$ cat config.mk
export PLATFORM = sky130hd
export DESIGN_NAME = hsv_to_rgb_converter
export DESIGN_NICKNAME = d
export VERILOG_FILES = /design/src/rtl/core/hsv2rgb_pkg.sv /design/src/rtl/core/hsv_to_rgb_converter.sv
export SDC_FILE = /design/constraint.sdc
export NUM_CORES = 2
export LEC_CHECK = 0
export BUFFER_PORTS_ARGS = -buffer_cell sky130_fd_sc_hd__buf_2
export CORE_ASPECT_RATIO = 0.75
export CORE_UTILIZATION = 60
export CTS_CLUSTER_DIAMETER = 80
export DETAILED_ROUTE_END_ITERATION = 10
export PLACE_DENSITY = 0.77
export SETUP_SLACK_MARGIN = 0.2
export SKIP_LAST_GASP = 1
export SLEW_MARGIN = 10
export SYNTH_ARGS = -nofsm -noshare
export SYNTH_HDL_FRONTEND = slang
export SYNTH_SLANG_ARGS = --single-unit
$ cat constraint.sdc
create_clock -name aclk -period 8 [get_ports aclk]
set_input_delay 1.6 -clock aclk [delete_from_list [all_inputs] [get_ports aclk]]
set_output_delay 1.6 -clock aclk [all_outputs]
set_load 0.05 [all_outputs]
$ cat src/rtl/core/hsv2rgb_pkg.sv
// ----------------------------------------------------------------------------
// hsv2rgb_pkg
// Shared types and constants for the HSV to RGB pixel converter.
// ----------------------------------------------------------------------------
package hsv2rgb_pkg;

    // Input word: one HSV pixel
    typedef struct packed {
        logic [15:0] hue_sixtyfourths;
        logic [7:0]  saturation;
        logic [7:0]  brightness;
    } hsv_pixel_t;

    // Output word: one RGB pixel
    typedef struct packed {
        logic [7:0] red;
        logic [7:0] green;
        logic [7:0] blue;
    } rgb_pixel_t;

    // 60-degree hue sectors, in order around the color wheel
    typedef enum logic [2:0] {
        SEC_RED_YELLOW    = 3'd0,
        SEC_YELLOW_GREEN  = 3'd1,
        SEC_GREEN_CYAN    = 3'd2,
        SEC_CYAN_BLUE     = 3'd3,
        SEC_BLUE_MAGENTA  = 3'd4,
        SEC_MAGENTA_RED   = 3'd5
    } sector_t;

    // Hue is in 1/64 degree units
    localparam logic [15:0] HUE_FULL_TURN  = 16'd23040;
    localparam logic [15:0] HUE_TWO_TURNS  = 16'd46080;
    localparam logic [11:0] HUE_SECTOR     = 12'd3840;

    // Divisor of the chroma-plus-offset level: 255 * 3840
    localparam logic [19:0] XM_DIVISOR     = 20'd979200;
    // floor(2^40 / 979200); estimate is low by at most one
    localparam logic [20:0] XM_RECIP       = 21'd1122867;
    localparam int          XM_RECIP_SHIFT = 40;

    // Pipeline depth, input register through output register
    localparam int          NUM_STAGES     = 7;

endpackage

$ cat src/rtl/core/hsv_to_rgb_converter.sv
// ----------------------------------------------------------------------------
// hsv_to_rgb_converter
// Seven-stage pipelined HSV to RGB pixel converter with valid/ready channels.
// ----------------------------------------------------------------------------
// The converter takes one HSV word per clock and returns one RGB word per
// clock while m_ready stays high; an accepted word passes the stage registers
// in order, from the reduced hue to the output word, before it reaches m_valid.
// Hue is reduced modulo 360 degrees, split into six sectors, and the
// intermediate channel level is divided by 255*3840 with a reciprocal multiply
// followed by a one-step correction; every channel is truncated exactly. Each
// stage holds its own valid bit and stalls only when it is full and the stage
// ahead of it cannot advance, so bubbles close up while m_ready is low and no
// word is lost or repeated.
// ----------------------------------------------------------------------------
module hsv_to_rgb_converter
    import hsv2rgb_pkg::*;
(
    input  logic       aclk,
    input  logic       aresetn,
    input  logic       s_valid,
    output logic       s_ready,
    input  hsv_pixel_t s_data,
    output logic       m_valid,
    input  logic       m_ready,
    output rgb_pixel_t m_data
);

    // Stage valid bits and load enables
    logic [NUM_STAGES-1:0] vld_reg;
    logic [NUM_STAGES-1:0] vld_next;
    logic [NUM_STAGES-1:0] stg_en;

    // Stage 1: reduced hue
    logic [14:0] hr1_reg;
    logic [7:0]  s1_reg;
    logic [7:0]  v1_reg;
    logic [14:0] hr1_next;

    // Stage 2: sector, distance from full chroma, offset product
    sector_t     sec2_reg;
    logic [11:0] d2_reg;
    logic [7:0]  s2_reg;
    logic [7:0]  v2_reg;
    logic [15:0] p2_reg;
    sector_t     sec2_next;
    logic [11:0] d2_next;
    logic [15:0] p2_next;

    // Stage 3: saturation times distance, offset level
    sector_t     sec3_reg;
    logic [19:0] sd3_reg;
    logic [7:0]  v3_reg;
    logic [7:0]  mm3_reg;
    logic [19:0] sd3_next;
    logic [7:0]  mm3_next;

    // Stage 4: numerator of the mixed level
    sector_t     sec4_reg;
    logic [27:0] n4_reg;
    logic [7:0]  v4_reg;
    logic [7:0]  mm4_reg;
    logic [27:0] n4_next;

    // Stage 5: quotient estimate
    sector_t     sec5_reg;
    logic [27:0] n5_reg;
    logic [7:0]  q5_reg;
    logic [7:0]  v5_reg;
    logic [7:0]  mm5_reg;
    logic [7:0]  q5_next;

    // Stage 6: corrected mixed level
    sector_t     sec6_reg;
    logic [7:0]  xm6_reg;
    logic [7:0]  v6_reg;
    logic [7:0]  mm6_reg;
    logic [27:0] rem6;
    logic [7:0]  xm6_next;

    // Stage 7: output word
    rgb_pixel_t  m_data_reg;
    rgb_pixel_t  m_data_next;

    // ------------------------------------------------------------------
    // Handshake: a stage loads when empty or when the stage ahead moves
    // ------------------------------------------------------------------
    always_comb begin
        stg_en[NUM_STAGES-1] = !vld_reg[NUM_STAGES-1] || m_ready;
        for (int i = NUM_STAGES - 2; i >= 0; i--) begin
            stg_en[i] = !vld_reg[i] || stg_en[i+1];
        end
        vld_next[0] = stg_en[0] ? s_valid : vld_reg[0];
        for (int i = 1; i < NUM_STAGES; i++) begin
            vld_next[i] = stg_en[i] ? vld_reg[i-1] : vld_reg[i];
        end
    end

    always_ff @(posedge aclk) begin
        if (!aresetn) begin
            vld_reg <= '0;
        end else begin
            vld_reg <= vld_next;
        end
    end

    assign s_ready = stg_en[0];
    assign m_valid = vld_reg[NUM_STAGES-1];
    assign m_data  = m_data_reg;

    // ------------------------------------------------------------------
    // Stage 1: wrap hue into one turn
    // ------------------------------------------------------------------
    always_comb begin
        if (s_data.hue_sixtyfourths >= HUE_TWO_TURNS) begin
            hr1_next = 15'(s_data.hue_sixtyfourths - HUE_TWO_TURNS);
        end else if (s_data.hue_sixtyfourths >= HUE_FULL_TURN) begin
            hr1_next = 15'(s_data.hue_sixtyfourths - HUE_FULL_TURN);
        end else begin
            hr1_next = s_data.hue_sixtyfourths[14:0];
        end
    end

    always_ff @(posedge aclk) begin
        if (stg_en[0]) begin
            hr1_reg <= hr1_next;
            s1_reg  <= s_data.saturation;
            v1_reg  <= s_data.brightness;
        end
    end

    // ------------------------------------------------------------------
    // Stage 2: find sector and distance of x from chroma
    // ------------------------------------------------------------------
    always_comb begin
        logic [14:0] base;
        logic [11:0] ofs;
        if (hr1_reg < 15'(HUE_SECTOR)) begin
            sec2_next = SEC_RED_YELLOW;
            base      = 15'd0;
        end else if (hr1_reg < 15'(2 * HUE_SECTOR)) begin
            sec2_next = SEC_YELLOW_GREEN;
            base      = 15'(HUE_SECTOR);
        end else if (hr1_reg < 15'(3 * HUE_SECTOR)) begin
            sec2_next = SEC_GREEN_CYAN;
            base      = 15'(2 * HUE_SECTOR);
        end else if (hr1_reg < 15'(4 * HUE_SECTOR)) begin
            sec2_next = SEC_CYAN_BLUE;
            base      = 15'(3 * HUE_SECTOR);
        end else if (hr1_reg < 15'(5 * HUE_SECTOR)) begin
            sec2_next = SEC_BLUE_MAGENTA;
            base      = 15'(4 * HUE_SECTOR);
        end else begin
            sec2_next = SEC_MAGENTA_RED;
            base      = 15'(5 * HUE_SECTOR);
        end
        ofs = 12'(hr1_reg - base);
        // rising sectors: x grows with offset, so the gap to chroma shrinks
        d2_next = sec2_next[0] ? ofs : 12'(HUE_SECTOR - ofs);
        p2_next = v1_reg * (8'd255 - s1_reg);
    end

    always_ff @(posedge aclk) begin
        if (stg_en[1]) begin
            sec2_reg <= sec2_next;
            d2_reg   <= d2_next;
            s2_reg   <= s1_reg;
            v2_reg   <= v1_reg;
            p2_reg   <= p2_next;
        end
    end

    // ------------------------------------------------------------------
    // Stage 3: scale the gap by saturation, divide offset by 255
    // ------------------------------------------------------------------
    always_comb begin
        logic [16:0] mm_sum;
        sd3_next = 20'(s2_reg * d2_reg);
        mm_sum   = {1'b0, p2_reg} + {9'd0, p2_reg[15:8]} + 17'd1;
        mm3_next = mm_sum[15:8];
    end

    always_ff @(posedge aclk) begin
        if (stg_en[2]) begin
            sec3_reg <= sec2_reg;
            sd3_reg  <= sd3_next;
            v3_reg   <= v2_reg;
            mm3_reg  <= mm3_next;
        end
    end

    // ------------------------------------------------------------------
    // Stage 4: numerator v * (255*3840 - s*d)
    // ------------------------------------------------------------------
    assign n4_next = 28'(v3_reg * (XM_DIVISOR - sd3_reg));

    always_ff @(posedge aclk) begin
        if (stg_en[3]) begin
            sec4_reg <= sec3_reg;
            n4_reg   <= n4_next;
            v4_reg   <= v3_reg;
            mm4_reg  <= mm3_reg;
        end
    end

    // ------------------------------------------------------------------
    // Stage 5: quotient estimate by reciprocal multiply
    // ------------------------------------------------------------------
    always_comb begin
        logic [48:0] prod;
        prod    = n4_reg * XM_RECIP;
        q5_next = prod[XM_RECIP_SHIFT +: 8];
    end

    always_ff @(posedge aclk) begin
        if (stg_en[4]) begin
            sec5_reg <= sec4_reg;
            n5_reg   <= n4_reg;
            q5_reg   <= q5_next;
            v5_reg   <= v4_reg;
            mm5_reg  <= mm4_reg;
        end
    end

    // ------------------------------------------------------------------
    // Stage 6: correct the estimate by one where the remainder overflows
    // ------------------------------------------------------------------
    always_comb begin
        rem6     = n5_reg - 28'(q5_reg * XM_DIVISOR);
        xm6_next = (rem6 >= 28'(XM_DIVISOR)) ? q5_reg + 8'd1 : q5_reg;
    end

    always_ff @(posedge aclk) begin
        if (stg_en[5]) begin
            sec6_reg <= sec5_reg;
            xm6_reg  <= xm6_next;
            v6_reg   <= v5_reg;
            mm6_reg  <= mm5_reg;
        end
    end

    // ------------------------------------------------------------------
    // Stage 7: place chroma, mixed and offset levels by sector
    // ------------------------------------------------------------------
    always_comb begin
        case (sec6_reg)
            SEC_RED_YELLOW: begin
                m_data_next = '{red: v6_reg, green: xm6_reg, blue: mm6_reg};
            end
            SEC_YELLOW_GREEN: begin
                m_data_next = '{red: xm6_reg, green: v6_reg, blue: mm6_reg};
            end
            SEC_GREEN_CYAN: begin
                m_data_next = '{red: mm6_reg, green: v6_reg, blue: xm6_reg};
            end
            SEC_CYAN_BLUE: begin
                m_data_next = '{red: mm6_reg, green: xm6_reg, blue: v6_reg};
            end
            SEC_BLUE_MAGENTA: begin
                m_data_next = '{red: xm6_reg, green: mm6_reg, blue: v6_reg};
            end
            default: begin
                m_data_next = '{red: v6_reg, green: mm6_reg, blue: xm6_reg};
            end
        endcase
    end

    always_ff @(posedge aclk) begin
        if (stg_en[6]) begin
            m_data_reg <= m_data_next;
        end
    end

    // ------------------------------------------------------------------
    // Assertions
    // ------------------------------------------------------------------

    // An accepted word must occupy the first stage next cycle
    assert property (@(posedge aclk) disable iff (!aresetn)
        s_valid && s_ready |=> vld_reg[0])
        else $error("accepted word missing from first stage");

    // A full numerator stage that cannot advance keeps its word
    assert property (@(posedge aclk) disable iff (!aresetn)
        vld_reg[3] && !stg_en[3] |=> vld_reg[3] && $stable(n4_reg))
        else $error("stalled stage lost its word");

    // The reciprocal estimate is never off by more than one
    assert property (@(posedge aclk) disable iff (!aresetn)
        vld_reg[4] |-> rem6 < 28'(2 * XM_DIVISOR))
        else $error("quotient estimate out of range");

    // Mixed level lies between offset and brightness
    assert property (@(posedge aclk) disable iff (!aresetn)
        vld_reg[5] |-> (mm6_reg <= xm6_reg) && (xm6_reg <= v6_reg))
        else $error("mixed level outside offset..brightness");

endmodule

Word-level counts from Yosys, hierarchy flattened
Index checks and enable logic that the tools add are counted.

Flip-flop bits (word level): 277. Bits of input ports: 36. Output and inout bits: 26.

Add/sub/neg operators: 10. Multipliers: 5. Order comparisons: 8. Eq/ne operators: 4. Mux-type cells: 15. Reduce and logical (&&, ||, !) cells: 17.

Operator list (count): $pmux 24 s5 (1); $mux 12 (5); $mul 28x21->48 const B (1); $lt 15x14->1 const B (2); $mux 15 (2); $ge 28x20->1 const B (1); $mul 9x21->28 (1); $sub 28x28->28 (1); $sub 20x20->21 const A (1); $mul 8x12->20 (1); $mul 8x12->20 const B (1); $add 16x1->16 const B (1); $add 16x8->16 (1); $ge 16x15->1 const B (1); $ge 16x16->1 const B (1); $mul 9x9->16 (1); $lt 15x12->1 const B (1); $lt 15x13->1 const B (1); $lt 15x15->1 const B (1); $sub 15x14->15 const B (1); $sub 15x15->15 const B (1); $sub 12x12->12 (1); $sub 12x12->12 const A (1); $mux 11 (1); 13 further kinds (29).

Depth between registers and ports, before layout
Word-level depth: 9. Depth in mapped cells: 27.

Least setup slack after synthesis
OpenSTA, ideal clock, no wires.

Kind: reg-to-reg. Start: register sd3_reg[0]. End: register n4_reg[27] (data pin). Data arrival time: 6094 ps. Data required time: 7740 ps. Setup slack: 1647 ps. Stages on the path, launching flop included: 28. Path buffers: 1. Cell sequence: edfxtp_1 clkbuf_1 nor3_1 nor3b_2 nand2_1 o21ai_1 nand2_1 or2_2 nand2_1 xor2_1 nand2_1 fa_1 inv_1 fa_1 inv_1 fa_1 inv_1 fa_1 ha_1 nand3_1 nor2_1 a221o_1 o41a_1 nand4_1 nand3_1 a31o_2 a21oi_1 xnor2_1.

Cells in the longest elaborated chain, start to end: 2.

RTL lines: start, declared (RTL line hsv_to_rgb_converter.sv:51) `logic [19:0] sd3_reg;`; start signal, assigned (RTL line hsv_to_rgb_converter.sv:185) `sd3_reg <= sd3_next;`; $sub 20x20->21 (RTL line hsv_to_rgb_converter.sv:194) `assign n4_next = 28'(v3_reg * (XM_DIVISOR - sd3_reg));`; $mul 9x21->28 (RTL line hsv_to_rgb_converter.sv:194); net n4_next[27] (RTL line hsv_to_rgb_converter.sv:62) `logic [27:0] n4_next;`; end signal, assigned (RTL line hsv_to_rgb_converter.sv:199) `n4_reg <= n4_next;`; end, declared (RTL line hsv_to_rgb_converter.sv:59) `logic [27:0] n4_reg;`.

The timed path passes the listed nets, and every way through them passes these cells. A chain may end at the register's enable or synchronous reset.

Worst setup path after layout
Ends and elaborated chain as after synthesis.

==> flow_summary.json <==
{
  "viasPerCell": 5.48,
  "finalCritPeriodShare_pct": 89.2,
  "ios": 62,
  "die_w_microns": 262,
  "setup_violations": 0,
  "avgRoutedWirePerCell_microns": 16.9,
  "timing.final.ws_setup_ps": 863,
  "insertion_delay_ps": 570,
  "syn2layout_area_growth_pct": 6.52,
  "cp_slowest_cell": "fa_1",
  "critPathLaunchType": "flop",
  "clk_pin_slew_ps": 70,
  "io_buffers": 61,
  "path_buf_inv": 3,
  "htree_levels": 1,
  "cts_tree": "built",
  "fp.dieH_microns": 197,
  "cp_data_arrival_time_ps": 7440,
  "finalHoldViolCount": 0,
  "crit_path_end_kind": "flop",
  "gp_congestion": 0.921,
  "rrSetupSlack_ps": 860,
  "r2r_start": "sd3_reg[0]",
  "yosysSeqAreaShare_pct": 26.3,
  "antenna_found_initial": 0,
  "cts_made_buffers": 27,
  "drtAntennaViolNets": 0,
  "grt_pass1_vias": 20200,
  "reg2reg_to": "n4_reg[27]",
  "setup.worst_path.start": "sd3_reg[0]",
  "cts_resized": 0,
  "rows": 71,
  "core_area_sq_mm": 0.0501,
  "grt_max_degree": 67,
  "cp_num_cells": 26,
  "cts.sinks": 269,
  "maxSlewViolCount": 0,
  "r2r_cells": 26,
  "drt-total-wl_mm": 61.0,
  "synth_edf_count": 262,
  "hold_class": "reg -> reg",
  "yosys.cell_types.count": 65,
  "rsz0062_at_grt": "false",
  "status": "finished clean",
  "cts_root_buffer": "clkbuf_16",
  "grt_pass1_wl_mm": 101,
  "fin_worst_skew_ps": 16.0,
  "crit_path_max_incr_delay_ps": 580,
  "dr.first_iter.drc_count": 1447,
  "drive_above_1_share_pct": 4.67,
  "path_class": "reg -> reg",
  "synth_ff_type": "edfxtp_1",
  "ys_ff_latch": 269,
  "post-place-ws_ps": 883,
  "fin_crit_ps": 7140,
  "worst_pin_slew_ps": 1160,
  "grt_usage_pct": 24.6,
  "dr_total_vias": 19800,
  "n_antenna_cell": 0,
  "async_reset_ff_share_pct": 0,
  "crit_family": "adder cells",
  "gr-total-overflow": 0,
  "worstPathRequired_ps": 8300,
  "synth_nets": 3748,
  "route.detailed.drc": 0,
  "cp_max_fo": 10,
  "dieArea_sq_mm": 0.0516,
  "netlist_instances": 2884,
  "synth_area_sq_mm": 0.0304,
  "nNetsFinal": 3802,
  "fmax_ghz": 0.140,
  "cts_max_path_buffers": 3,
  "hpwl_mm": 49.8,
  "ctsHoldBuffers": 0,
  "yosysWarnings": 0,
  "slew_headroom_pct": 22.8,
  "dr.pass1.iters": 5,
  "synth_area_per_cell_sq_um": 10.6,
  "tns_ps": 0,
  "crit_path_end": "n4_reg[27]",
  "cap_viol_max_count": 0,
  "initial_core_util_pct": 60.7,
  "largest_reg_flops": 28,
  "post_cts_buffers": 0
}
[how the worst min path moves through the flow]
| stage | depth (start not counted) | end | start | slack (ps) |
|---|---|---|---|---|
| after floorplan | 0 | mm4_reg[0] | mm3_reg[0] | 400 |
| after global placement | 0 | v5_reg[3] | v4_reg[3] | 400 |
| after detailed placement | 0 | mm5_reg[0] | mm4_reg[0] | 400 |
| after CTS | 0 | v5_reg[5] | v4_reg[5] | 420 |
| after global routing | 0 | mm4_reg[5] | mm3_reg[5] | 410 |
| final | 0 | v6_reg[6] | v5_reg[6] | 410 |
[Yosys cell counts, drive strengths merged (3+ instances only)]
cell type  number  share of area, %
nor3           28              0.46
a221oi          8              0.23
edfxtp        262                26
a21boi          5              0.12
or2            10              0.21
clkbuf         42              0.52
nor2           89               1.1
o21a           21              0.52
o31ai           9              0.22
xnor2          93               2.7
ha            446                18
nand4           7              0.14
and3           15              0.31
inv           647               8.0
a21oi          74               1.2
o211ai          4             0.099
or3             5              0.10
o41ai           7              0.20
nor2b          61               1.3
a31oi           9              0.18
o22ai           9              0.18
mux2i           8              0.26
xor2           47               1.4
o21ai          81               1.3
a21o           21              0.52
fa            382                25
dfxtp           7              0.46
nand2b         42              0.86
buf             3             0.062
nand2         187               2.3
o31a            3             0.086
and3b           3             0.086
nand3          20              0.33
o22a            8              0.23
and2          155               3.2
a211oi         19              0.49
o21bai          7              0.17
nor4            8              0.21
o2111ai         4              0.12
[layer usage]
layer / up-vias / wire length [microns] / global-route usage, % / share of wire (%)
met4: 0 / 578 / 2.87 / 0.95
met3: 44 / 3570 / 4.09 / 5.9
met2: 488 / 28200 / 38.8 / 46
met1: 9871 / 28700 / 36.7 / 47
met5: - / 0 / 0 / 0
li1: 9401 / - / - / -
[area by class of cell]
cell class,count,area [sq um]
fill,3872,17700
sequential,269,8010
inverter,647,2430
multi-input combinational,1923,19800
timing repair buffer,70,373
tap,657,822
clock inverter,19,278
clock buffer,30,687
[cell usage in the layout (no fill, tap or decap), types with 9 or more instances in the layout]
cell / n
inv_1: 644
ha_1: 446
fa_1: 382
edfxtp_1: 262
nand2_1: 187
and2_1: 154
xnor2_1: 92
nor2_1: 89
o21ai_0: 79
a21oi_1: 74
nor2b_1: 61
buf_2: 61
xor2_1: 47
nand2b_1: 42
nor3_1: 28
clkbuf_16: 27
a21o_1: 21
o21a_1: 21
nand3_1: 20
a211oi_1: 18
and3_1: 15
or2_2: 10
a31oi_1: 9
o31ai_1: 9
o22ai_1: 9
buf_4: 9
[stage by stage]
step | area, sq um | hold WS, ps | std cells | util, %
after floorplan | 30400 | 400 | 2884 | -
after global placement | 31500 | 401 | 3566 | 62.8
after detailed placement | 31500 | 405 | 3566 | 62.8
after CTS | 32400 | 419 | 3615 | 64.7
after global routing | 32400 | 415 | 3615 | 64.7
final | 32400 | 415 | 3615 | 64.7
[logic make-up (layout without fill, tap and decap cells)]
family                   after synthesis  in the layout  share of synthesized area [%]
XOR/XNOR                             140            140                           4.05
flip-flops                           269            269                           26.3
adder cells (fa/ha/maj)              828            828                           43.5
buffers and inverters                692            766                           8.56
multiplexers                          10             10                          0.337
AO/OA/AOI/OAI                        307            307                           6.49
AND/OR/NAND/NOR                      638            638                           10.8
Power is not shown: default switching activity piles up to over one toggle a cycle in this logic, so the estimate is an artifact.
